### src/hw/rtl/nv4_pkg.sv
// Shared types, constants and schedule figures for the 4-D value noise block.
package nv4_pkg;

  // Default parameter values
  localparam int TABLE_SIZE_DEF = 256;
  localparam int FRAC_BITS_DEF  = 8;
  localparam int VALUE_BITS_DEF = 16;

  // Fixed field widths of the stream items
  localparam int OP_BITS      = 2;
  localparam int COORD_BITS   = 24;
  localparam int ENTRY_BITS   = 8;
  localparam int LATTICE_BITS = 16;
  localparam int PERM_BITS    = 8;
  localparam int OUT_BITS     = 16;
  localparam int S_DATA_BITS  = 4 * COORD_BITS + ENTRY_BITS + LATTICE_BITS + PERM_BITS;
  localparam int M_DATA_BITS  = OUT_BITS;

  // Hash schedule: 2 time reads, 4 z reads, 8 y reads, 16 x reads, then 16 value reads
  localparam int STEP_BITS    = 6;
  localparam int HASH_Z_FIRST = 2;
  localparam int HASH_Y_FIRST = 6;
  localparam int HASH_X_FIRST = 14;
  localparam int HASH_STEPS   = 30;
  localparam int FETCH_LAST   = 45;

  // Blend schedule: 8 lerps along x, 4 along y, 2 along z, 1 along t
  localparam int LERP_BITS    = 4;
  localparam int LERP_Y_FIRST = 8;
  localparam int LERP_Z_FIRST = 12;
  localparam int LERP_T_FIRST = 14;
  localparam int LERP_COUNT   = 15;

  // Queue depth for hash results and lattice values
  localparam int QUEUE_DEPTH = 16;

  typedef enum logic [OP_BITS-1:0] {
    OP_EVAL       = 2'd0,
    OP_LOAD_VALUE = 2'd1,
    OP_LOAD_PERM  = 2'd2
  } op_t;

  typedef enum logic [1:0] {
    AXIS_X = 2'd0,
    AXIS_Y = 2'd1,
    AXIS_Z = 2'd2,
    AXIS_T = 2'd3
  } axis_t;

  typedef enum logic [2:0] {
    ST_IDLE,
    ST_HASH,
    ST_FETCH,
    ST_BLEND,
    ST_WAIT
  } state_t;

  // Commands from the controller to the datapath
  typedef struct packed {
    logic  start;
    logic  wr_value;
    logic  wr_perm;
    logic  perm_rd;
    axis_t hash_axis;
    logic  step_odd;
    logic  use_head;
    logic  pop_hash;
    logic  val_rd;
    logic  lerp_a;
    axis_t lerp_axis;
    logic  lerp_b;
    logic  out_load;
  } cmd_t;

endpackage

### src/hw/rtl/nv4_ctrl.sv
// Controller: item decode, hash and fetch step counter, blend sequencing and result handshake.
module nv4_ctrl (
  input  logic                          clk,
  input  logic                          rst,
  input  logic                          in_valid,
  input  logic [nv4_pkg::OP_BITS-1:0]   operation,
  output logic                          in_ready,
  output logic                          out_valid,
  input  logic                          out_ready,
  output nv4_pkg::cmd_t                 cmd
);

  nv4_pkg::state_t                   state;
  nv4_pkg::state_t                   state_next;
  logic [nv4_pkg::STEP_BITS-1:0]     step;
  logic [nv4_pkg::STEP_BITS-1:0]     step_next;
  logic [nv4_pkg::LERP_BITS-1:0]     lerp_n;
  logic [nv4_pkg::LERP_BITS-1:0]     lerp_n_next;
  logic                              phase;
  logic                              phase_next;
  logic                              accept;

  assign in_ready = (state == nv4_pkg::ST_IDLE);
  assign accept   = in_valid && in_ready;

  // State, counters and result valid flag
  always_ff @(posedge clk) begin
    if (rst) begin
      state     <= nv4_pkg::ST_IDLE;
      step      <= '0;
      lerp_n    <= '0;
      phase     <= 1'b0;
      out_valid <= 1'b0;
    end else begin
      state  <= state_next;
      step   <= step_next;
      lerp_n <= lerp_n_next;
      phase  <= phase_next;
      if (cmd.out_load) begin
        out_valid <= 1'b1;
      end else if (out_ready) begin
        out_valid <= 1'b0;
      end
    end
  end

  // Next state and commands
  always_comb begin
    state_next  = state;
    step_next   = step;
    lerp_n_next = lerp_n;
    phase_next  = phase;
    cmd         = '0;
    case (state)
      nv4_pkg::ST_IDLE: begin
        if (accept) begin
          case (nv4_pkg::op_t'(operation))
            nv4_pkg::OP_EVAL: begin
              cmd.start  = 1'b1;
              step_next  = '0;
              state_next = nv4_pkg::ST_HASH;
            end
            nv4_pkg::OP_LOAD_VALUE: begin
              cmd.wr_value = 1'b1;
            end
            nv4_pkg::OP_LOAD_PERM: begin
              cmd.wr_perm = 1'b1;
            end
            default: begin
            end
          endcase
        end
      end
      nv4_pkg::ST_HASH: begin
        // Breadth-first walk of the hash tree; each parent serves two children.
        cmd.perm_rd  = 1'b1;
        cmd.step_odd = step[0];
        cmd.use_head = (step >= nv4_pkg::STEP_BITS'(nv4_pkg::HASH_Z_FIRST));
        cmd.pop_hash = cmd.use_head && step[0];
        if (step < nv4_pkg::STEP_BITS'(nv4_pkg::HASH_Z_FIRST)) begin
          cmd.hash_axis = nv4_pkg::AXIS_T;
        end else if (step < nv4_pkg::STEP_BITS'(nv4_pkg::HASH_Y_FIRST)) begin
          cmd.hash_axis = nv4_pkg::AXIS_Z;
        end else if (step < nv4_pkg::STEP_BITS'(nv4_pkg::HASH_X_FIRST)) begin
          cmd.hash_axis = nv4_pkg::AXIS_Y;
        end else begin
          cmd.hash_axis = nv4_pkg::AXIS_X;
        end
        step_next = step + 1'b1;
        if (step == nv4_pkg::STEP_BITS'(nv4_pkg::HASH_STEPS - 1)) begin
          state_next = nv4_pkg::ST_FETCH;
        end
      end
      nv4_pkg::ST_FETCH: begin
        cmd.val_rd = 1'b1;
        step_next  = step + 1'b1;
        if (step == nv4_pkg::STEP_BITS'(nv4_pkg::FETCH_LAST)) begin
          lerp_n_next = '0;
          phase_next  = 1'b0;
          state_next  = nv4_pkg::ST_BLEND;
        end
      end
      nv4_pkg::ST_BLEND: begin
        // Each lerp has a multiply step followed by an add step.
        if (!phase) begin
          cmd.lerp_a = 1'b1;
          phase_next = 1'b1;
        end else begin
          cmd.lerp_b  = 1'b1;
          phase_next  = 1'b0;
          lerp_n_next = lerp_n + 1'b1;
          if (lerp_n == nv4_pkg::LERP_BITS'(nv4_pkg::LERP_COUNT - 1)) begin
            state_next = nv4_pkg::ST_WAIT;
          end
        end
        if (lerp_n < nv4_pkg::LERP_BITS'(nv4_pkg::LERP_Y_FIRST)) begin
          cmd.lerp_axis = nv4_pkg::AXIS_X;
        end else if (lerp_n < nv4_pkg::LERP_BITS'(nv4_pkg::LERP_Z_FIRST)) begin
          cmd.lerp_axis = nv4_pkg::AXIS_Y;
        end else if (lerp_n < nv4_pkg::LERP_BITS'(nv4_pkg::LERP_T_FIRST)) begin
          cmd.lerp_axis = nv4_pkg::AXIS_Z;
        end else begin
          cmd.lerp_axis = nv4_pkg::AXIS_T;
        end
      end
      nv4_pkg::ST_WAIT: begin
        // Hand the result over once the output register is free.
        if (!out_valid || out_ready) begin
          cmd.out_load = 1'b1;
          state_next   = nv4_pkg::ST_IDLE;
        end
      end
      default: begin
        state_next = nv4_pkg::ST_IDLE;
      end
    endcase
  end

endmodule

### config.mk
export PLATFORM = sky130hd
export DESIGN_NAME = nv4_ctrl
export DESIGN_NICKNAME = d
export VERILOG_FILES = /design/src/hw/rtl/nv4_pkg.sv /design/src/hw/rtl/nv4_ctrl.sv
export SDC_FILE = /design/constraint.sdc
export NUM_CORES = 1
export LEC_CHECK = 0
export ABC_CLOCK_PERIOD_IN_PS = 1600
export BUFFER_PORTS_ARGS = -buffer_cell sky130_fd_sc_hd__buf_4
export CAP_MARGIN = 20
export CORE_MARGIN = 2
export CORE_UTILIZATION = 48
export DETAILED_ROUTE_END_ITERATION = 7
export PLACE_DENSITY = 0.75
export SLEW_MARGIN = 10
export SYNTH_ARGS = -nofsm -noshare
export SYNTH_HDL_FRONTEND = slang
export SYNTH_SLANG_ARGS = --single-unit
### constraint.sdc
create_clock -name clk -period 1.6 [get_ports clk]
set_input_delay 0.24 -clock clk [delete_from_list [all_inputs] [get_ports clk]]
set_output_delay 0.24 -clock clk [all_outputs]
set_load 0.05 [all_outputs]
==> results of run 1 <==
per-stage QoR:
stage	power (W)	util	setup WS, ns
final	0.00216	0.884	-0.205
after detailed placement	0.00149	0.691	-0.0983
after global routing	0.00225	0.884	-0.249
after global placement	0.00147	0.691	-0.0268
after floorplan	0.00125	-	-0.428
after CTS	0.00203	0.831	-0.185
kinds of logic (layout without fill, tap and decap cells):
kind of cell | count (synthesis) | after routing | share of synthesized area
AO/OA/AOI/OAI | 25 | 25 | 0.175
XOR/XNOR | 5 | 5 | 0.0491
adder cells (fa/ha/maj) | 4 | 4 | 0.0478
buffers and inverters | 14 | 62 | 0.0861
flip-flops | 15 | 15 | 0.287
multiplexers | 3 | 3 | 0.0311
AND/OR/NAND/NOR | 54 | 54 | 0.324
report_power, final:
part	total (W)	internal (W)	switching, W
Clock	0.000231	0.0000971	0.000134
Combinational	0.00145	0.000686	0.000768
Sequential	0.000476	0.000423	0.0000530
Total	0.00216	0.00121	0.000954
routing by layer:
| metal | up-vias | track usage | routed length (um) |
|---|---|---|---|
| li1 | 535 | - | - |
| met1 | 574 | 0.316 | 1520 |
| met2 | 52 | 0.529 | 2030 |
| met3 | 17 | 0.0595 | 170 |
| met4 | 0 | 0.113 | 89 |
| met5 | - | 0 | 0 |
worst max-delay path, delay by kind of cell (launching register included):
family                 cells  cell delay (ns)
flip-flops                 1             0.39
buffers and inverters      2             0.23
AND/OR/NAND/NOR            2             0.65
placed cells by master (no fill, tap or decap), drive strengths merged, types with 2 or more instances in the layout:
cell type / n
a31o: 2
xor2: 3
and4b: 2
clkbuf: 4
nand2: 5
xnor2: 2
a21oi: 7
buf: 53
or3: 2
a211oi: 2
nor2b: 3
ha: 4
and2b: 3
inv: 4
o21ai: 3
dfxtp: 15
mux2: 2
nor3b: 4
a311oi: 2
or2: 2
and2: 4
o2111ai: 2
nor2: 10
nor3: 8
and3: 3
and3b: 2
cell type report:
type / count / area [um^2] / area share
repair buffers: 53 / 527 / 0.298
inverters: 5 / 22.5 / 0.0127
flip-flops and latches: 15 / 319 / 0.180
multi-input cells: 91 / 841 / 0.475
well taps: 27 / 33.8 / 0.0191
clock buffers: 4 / 26.3 / 0.0149
repair_timing:
| item | in CTS | in global routing |
|---|---|---|
| buffers inserted | 14 | 4 |
| gates resized for setup | 41 | 20 |
| pin swaps | 7 | 10 |
| setup endpoints to repair | 16 | 21 |
| endpoints found under the hold margin | 0 | 0 |
registers in the layout, indices dropped and copies added (netlist names):
register and count:
step 6, lerp_n 4, state 3, out_valid 1
phase 1
final timing paths:
kind | startpoint | depth (start not counted) | end
setup reg to reg | state[0] | 6 | state[1]
setup / recovery | state[1] | 4 | cmd[13]
hold reg to reg | phase | 2 | phase
hold / removal | rst | 2 | out_valid
==> results.py, run 1 <==
metrics = {
    "yosys": {
        "synthCells": 120,
        "ys_seq_area_frac": 0.287,
        "yosys_warnings": 0,
        "synth.largest_area_cell": "dfxtp_1",
        "yosysMostFrequentCell": "dfxtp_1",
        "synth_top_area_share": 0.287,
        "synth_edf_count": 0,
        "synth_nets": 130,
        "synth-main-ff-cell": "dfxtp_1",
        "syn_avg_cell_area_um2": 8.72,
        "ys_async_sr_fraction": 0,
        "synth_area_um2": 1050,
        "ys_ff_latch": 15,
        "yosys-top-cells-count": "15 x dfxtp_1, 10 x nor2_1, 8 x nor3_1",
        "ys_types": 50,
        "synth_area_leaders": "dfxtp_1 29%, ha_1 4.8%, nor3_1 3.8%, nor2_1 3.6%, a21oi_1 3.3%",
    },
    "cts": {
        "path_clk_slew_ns": 0.09,
        "cts.path.max_buffers": 2,
        "cts.htree.levels": 1,
        "clock_sinks": 15,
        "clock_latency_ns": 0.29,
        "cts_hold_buf": 0,
        "cts_root_buf": "clkbuf_4",
        "cts_inserted_buffers": 3,
        "cts_tree": "done",
    },
    "worst_setup_path": {
        "slowest_stage": "or3_4",
        "crit_arrival_ns": 1.57,
        "path_cells": "or3_4 > clkinvlp_4 > and4b_4 > buf_8",
        "cp.required_ns": 1.36,
        "r2r_slack_ns": -0.17,
        "critPathMaxFanout": 6,
        "cp-start-kind": "flop",
        "cpPeakStageDelay_ns": 0.42,
        "crit_path_end_kind": "output port",
        "crit_type": "flop to output port",
    },
    "sta": {
        "clock_skew_ns": 0.000828,
        "maxSlewHeadroom": 0.698,
        "fmax_ghz": 0.554,
        "rsz0062_at_grt": "true",
        "hold_viol_final": 0,
        "finalSetupViolCount": 19,
        "period_needed_ns": 1.81,
        "finalCritPeriodShare": 1.13,
        "tightest_slew_ns": 0.449,
        "slew_viol_final": 0,
        "setup_tns_ns": -2.16,
        "whs_ns": 0.237,
        "worst_slack_ns": -0.205,
    },
    "placed_design": {
        "dp_hpwl_um": 1870,
        "dp.cells": 174,
        "io_buffers": 22,
        "place.gp.congestion": 0.800,
        "placed_area_um2": 1380,
    },
    "finish": {
        "nNetsFinal": 179,
        "fin_area_um2": 1770,
        "layout-drive-gt1-share": 0.625,
        "finalNonFillerCells": 195,
        "area_growth_pct": 69.1,
        "fillers": 91,
        "n_antenna_cell": 0,
    },
    "detailed_routing": {
        "drt-initial-drc-count": 42,
        "drtPass1Iterations": 4,
        "routed_wl_um": 3810,
        "wl_per_cell_um": 19.5,
        "num_vias": 1178,
        "drc": 0,
        "antenna_left": 0,
        "viasPerCell": 6.04,
    },
    "die": {
        "num_rows": 16,
        "start_util": 0.522,
        "ios": 23,
        "core_um2": 2000,
        "die_area_um2": 2570,
        "die_x_um": 50.7,
        "die_h_um": 50.7,
    },
    "status": {
        "violations": "negative setup slack",
        "outcome": "complete, but fails checks",
    },
    "global_routing": {
        "grt_pass1_wl_um": 5380,
        "antenna_found_initial": 0,
        "grt_pass1_vias": 1133,
        "track_usage": 0.286,
        "grt_max_degree": 16,
        "overflow": 0,
    },
    "pwr": {
        "p_leak_nw": 0.735,
        "power.density_nw_per_um2": 1220,
        "peakVddDrop_mv": 1.27,
    },
    "run": {
        "maxCapViolations": 0,
    },
    "worst_hold_path": {
        "holdCritPathClass": "input pin to flop",
    },
}
No activity file was read; power rests on OpenSTA's default activity.
==> inputs of run 2 (changes only) <==
==> constraint.sdc (replaced) <==
create_clock -name clk -period 1.6 [get_ports clk]
set_input_delay 0.24 -clock clk [delete_from_list [all_inputs] [get_ports clk]]
set_output_delay 0.24 -clock clk [all_outputs]
set_load 0.02 [all_outputs]
==> run 2 against run 1 <==
The flow still finishes with violations (negative setup slack). Register-to-register slack better by 0.08 ns. Total power down 5.7%. Critical endpoint is now cmd[6]. Clock power down 2%. Cell count up 0.51%. Clock skew up 0.0042 ns.
==> results.py, run 2 (synthesis gave the netlist of run 1 again) <==
metrics = {
    "cts": {
        "cts_tree": "done",
        "clock_sinks": 15,
        "cts_inserted_buffers": 3,
        "cts.path.max_buffers": 2,
        "clock_latency_ns": 0.30,
        "cts_root_buf": "clkbuf_4",
        "cts_hold_buf": 0,
        "cts.htree.levels": 1,
        "path_clk_slew_ns": 0.09,
    },
    "worst_setup_path": {
        "crit_arrival_ns": 1.55,
        "critPathMaxFanout": 4,
        "crit_type": "flop to output port",
        "crit_path_end_kind": "output port",
        "cp.required_ns": 1.36,
        "cp-start-kind": "flop",
    },
    "sta": {
        "tightest_slew_ns": 0.373,
        "finalCritPeriodShare": 1.12,
        "finalSetupViolCount": 18,
        "maxSlewHeadroom": 0.750,
        "worst_slack_ns": -0.187,
        "period_needed_ns": 1.79,
        "slew_viol_final": 0,
        "hold_viol_final": 0,
        "rsz0062_at_grt": "true",
        "clock_skew_ns": 0.00499,
        "fmax_ghz": 0.560,
        "whs_ns": 0.223,
    },
    "finish": {
        "largest_reg_flops": 6,
        "nNetsFinal": 180,
        "fillers": 98,
        "layout-drive-gt1-share": 0.586,
        "final_common_cell": "buf_4",
        "area_growth_pct": 61.6,
        "reg_top3": "step x6, lerp_n x4, state x3",
        "mostFrequentLayoutCells": "35 x buf_4, 19 x buf_6, 9 x nor2_1, 9 x dfxtp_1",
        "regMostFlops": "step",
        "n_antenna_cell": 0,
    },
    "placed_design": {
        "io_buffers": 22,
        "place_ws_ns": -0.0787,
        "place.gp.congestion": 0.768,
        "dp_hpwl_um": 1900,
    },
    "global_routing": {
        "grt_pass1_vias": 1065,
        "grt_pass1_wl_um": 5000,
        "track_usage": 0.260,
        "antenna_found_initial": 0,
        "grt_max_degree": 16,
        "overflow": 0,
    },
    "die": {
        "core_um2": 2000,
        "die_area_um2": 2570,
        "ios": 23,
        "die_h_um": 50.7,
        "num_rows": 16,
        "die_x_um": 50.7,
        "start_util": 0.522,
    },
    "pwr": {
        "power.total_w": 0.00204,
        "p_leak_nw": 0.730,
        "peakVddDrop_mv": 1.02,
        "power.density_nw_per_um2": 1210,
    },
    "detailed_routing": {
        "routed_wl_um": 3480,
        "viasPerCell": 5.76,
        "wl_per_cell_um": 17.8,
        "wl_met1_um": 1480,
        "drt-initial-drc-count": 42,
        "drtPass1Iterations": 4,
        "antenna_left": 0,
        "route.met3.wl_um": 152,
        "drc": 0,
        "num_vias": 1128,
        "met2_length_um": 1820,
        "dr.max_layer_used": "met4",
    },
    "status": {
        "outcome": "complete, but fails checks",
        "violations": "negative setup slack",
    },
    "run": {
        "maxCapViolations": 0,
    },
    "worst_hold_path": {
        "holdCritPathClass": "input pin to flop",
    },
}
## run 2: what timing repair did
item,CTS,global route
resized for setup,37,19
pin swaps,14,5
setup endpoints to repair,16,19
setup buffers,10,5
## run 2: path summary, 6_finish.rpt
| path | start | cells after the start | slack [ns] | endpoint |
|---|---|---|---|---|
| worst max-delay path | step[1] | 7 | -0.19 | cmd[6] |
| worst min register to register | phase | 2 | 0.56 | phase |
| worst max register to register | step[1] | 6 | -0.09 | state[1] |
| worst min-delay path | rst | 2 | 0.22 | step[0] |
## run 2: stage by stage
step	cell area (um^2)	cells	setup TNS (ns)	utilization
2_1_floorplan	1080	120	-0.0173	-
3_3_place_gp	1340	177	0	0.669
3_5_place_dp	1340	177	-0.157	0.669
6_report	1690	196	-1.49	0.844
4_1_cts	1570	191	-1.02	0.784
5_1_grt	1690	196	-2.41	0.844
## run 2: where the power goes
| part | total, W | switching (W) | internal, W |
|---|---|---|---|
| clock network | 0.000227 | 0.000130 | 0.0000973 |
| registers | 0.000489 | 0.0000663 | 0.000423 |
| logic | 0.00132 | 0.000605 | 0.000717 |
| total | 0.00204 | 0.000801 | 0.00124 |
## run 2: final cells by class
cell class	count	area, um^2	area share
multi-input cells	91	817	0.483
repair buffers	54	477	0.282
flip-flops and latches	15	315	0.187
well taps	27	33.8	0.0200
clock buffers	4	26.3	0.0155
inverters	5	21.3	0.0126
## run 2: worst max-delay path, cell delays in order, from the launching register on
cell and delay [ns]:
dfxtp_2 0.34, buf_6 0.12, buf_6 0.12, nor4_4 0.21, buf_4 0.16, a21boi_4 0.04, and2_4 0.14, buf_6 0.12
## run 2: metal layers
| layer | vias up | track usage |
|---|---|---|
| met5 | - | 0 |
| met2 | 43 | 0.443 |
| met3 | 2 | 0.0536 |
| met4 | 0 | 0.0991 |
| met1 | 555 | 0.319 |
| li1 | 528 | - |
==> inputs of run 3 (changes only) <==
Settings changed: CELL_PAD_IN_SITES_DETAIL_PLACEMENT set to 0, CELL_PAD_IN_SITES_GLOBAL_PLACEMENT set to 2, CORE_UTILIZATION 48 to 28, PLACE_DENSITY 0.75 to not set, PLACE_DENSITY_LB_ADDON set to 0.1.
==> run 3 against run 2 <==
The run still ends with negative setup slack left. Critical endpoint unchanged. Non-clock buffer count is 10 higher. Clock skew grew 0.0013 ns. Hold slack better by 0.063 ns. Sequential cell count unchanged. Register-to-register slack improved by 0.03 ns. Die area rose by 65%. Count of clock-buffer cells in the layout shrank 1. Via count fell by 3.7%. Routed wire length fell by 17%. Total power shrank 6.6%. Largest cell class unchanged.
==> results.py, run 3 (synthesis gave the netlist of run 1 again) <==
metrics = {
    "cts": {
        "cts.htree.levels": 1,
        "cts.path.max_buffers": 2,
        "path_clk_slew_ns": 0.06,
        "cts_root_buf": "clkbuf_8",
        "clock_latency_ns": 0.25,
        "cts_tree": "done",
        "clock_sinks": 15,
        "cts_inserted_buffers": 3,
    },
    "detailed_routing": {
        "antenna_left": 0,
        "viasPerCell": 4.78,
        "num_vias": 1086,
        "wl_per_cell_um": 12.7,
        "drc": 0,
        "drtPass1Iterations": 4,
        "routed_wl_um": 2890,
        "drt-initial-drc-count": 44,
    },
    "worst_setup_path": {
        "critPathMaxFanout": 5,
        "r2r_start": "state[1]",
        "cp-start-kind": "flop",
        "r2r_slack_ns": -0.06,
        "crit_type": "flop to output port",
        "path_cells": "buf_6 > buf_6 > nor4_4 > buf_4 > a21boi_4 > and2_4 > buf_6",
        "crit_arrival_ns": 1.46,
        "crit_buf_inv": 4,
        "critPathMostFrequentCell": "buf_6",
        "cpLargestDelayFamily": "buffers and inverters",
        "crit_path_end_kind": "output port",
        "slowest_stage": "dfxtp_2",
        "cp.required_ns": 1.36,
        "r2r-end": "state[0]",
        "cpPeakStageDelay_ns": 0.32,
        "reg2reg_depth": 6,
    },
    "finish": {
        "area_growth_pct": 70.0,
        "nNetsFinal": 190,
        "layout-drive-gt1-share": 0.620,
        "reg_top3": "step x6, lerp_n x4, state x3",
        "regMostFlops": "step",
        "final_common_cell": "buf_4",
        "largest_reg_flops": 6,
        "mostFrequentLayoutCells": "45 x buf_4, 18 x buf_6, 10 x dfxtp_1",
        "n_antenna_cell": 0,
        "fin_util": 0.489,
    },
    "sta": {
        "finalSetupViolCount": 9,
        "finalCritPeriodShare": 1.06,
        "slew_viol_final": 0,
        "setup_tns_ns": -0.437,
        "worst_slack_ns": -0.104,
        "hold_viol_final": 0,
        "maxSlewHeadroom": 0.791,
        "period_needed_ns": 1.70,
        "clock_skew_ns": 0.00632,
        "tightest_slew_ns": 0.312,
        "fmax_ghz": 0.587,
        "rsz0062_at_grt": "true",
    },
    "die": {
        "die_h_um": 65.1,
        "core_um2": 3630,
        "ios": 23,
        "die_x_um": 65.1,
        "start_util": 0.288,
        "die_area_um2": 4240,
        "num_rows": 22,
    },
    "placed_design": {
        "io_buffers": 22,
        "place.gp.congestion": 0.769,
        "dp_hpwl_um": 2050,
    },
    "global_routing": {
        "track_usage": 0.147,
        "grt_max_degree": 16,
        "gr-usage-met3": 0.0360,
        "antenna_found_initial": 0,
        "grt_pass1_wl_um": 4860,
        "grt_pass1_vias": 1105,
        "busiest_layer": "met2",
        "overflow": 0,
        "grt_use_met1": 0.186,
        "use_met2": 0.255,
    },
    "status": {
        "outcome": "complete, but fails checks",
        "violations": "negative setup slack",
    },
    "worst_hold_path": {
        "hold_end": "step[1]",
        "whs_path_depth": 2,
        "holdCritPathClass": "input pin to flop",
        "hold_start": "rst",
    },
    "pwr": {
        "peakVddDrop_mv": 0.538,
        "power.density_nw_per_um2": 1070,
        "p_leak_nw": 0.783,
    },
    "run": {
        "maxCapViolations": 0,
    },
}
[run 3: changes by cell type in the layout (fill, tap and decap cells not counted), sizes merged]
cell / before / now
clkbuf: 4 / 3
buf: 54 / 64
clkinv: 0 / 1
[run 3: what timing repair did]
action,in CTS,in global routing
setup endpoints to repair,16,15
resized for setup,38,10
hold buffers,0,0
buffers inserted,12,9
pin swaps,11,7
[run 3: through the flow]
stage | setup WS, ns | hold slack, ns | std cells | cell area (um^2) | total power (W)
2_1_floorplan | -0.0173 | 0.460 | 120 | 1080 | 0.00101
3_3_place_gp | 0.00738 | 0.516 | 203 | 1400 | 0.00130
3_5_place_dp | -0.0668 | 0.522 | 203 | 1400 | 0.00131
4_1_cts | -0.177 | 0.282 | 218 | 1670 | 0.00186
5_1_grt | -0.184 | 0.288 | 227 | 1780 | 0.00204
6_report | -0.104 | 0.286 | 227 | 1780 | 0.00190
[run 3: metal layers]
layer,part of all wire,routed length (um)
met1,0.46,1330
met2,0.50,1450
met3,0.033,94
met4,0.0024,7
met5,0,0
[run 3: worst register-to-register path: stages (launching register included)]
cell      delay, ns
dfxtp_4        0.36
buf_6          0.12
buf_4          0.12
nor3b_2        0.17
o21ai_2        0.10
a221oi_4       0.35
mux2_4         0.33
[run 3: how the worst max path moves through the flow]
stage / startpoint / to / slack (ns) / depth (start not counted)
global placement: state[1] / state[0] / 0.007 / 5
detailed placement: state[1] / state[1] / -0.07 / 5
global route: step[1] / cmd[6] / -0.18 / 7
CTS: step[1] / cmd[6] / -0.18 / 7
floorplan: step[0] / cmd[6] / -0.02 / 5
finish: step[1] / cmd[6] / -0.10 / 7
[run 3: final cells by class]
type                       instances  area, um^2
sequential                        15         314
multi-input combinational         91         793
timing repair buffer              64         546
fill                             377        1860
clock buffer                       3        41.3
inverter                           5        18.8
clock inverter                     1        5.00
tap                               48        60.1
[run 3: report_power, final]
| group | switching, W | total, W | internal (W) |
|---|---|---|---|
| clock network | 0.000144 | 0.000317 | 0.000173 |
| logic | 0.000502 | 0.00112 | 0.000616 |
| registers | 0.0000455 | 0.000469 | 0.000423 |
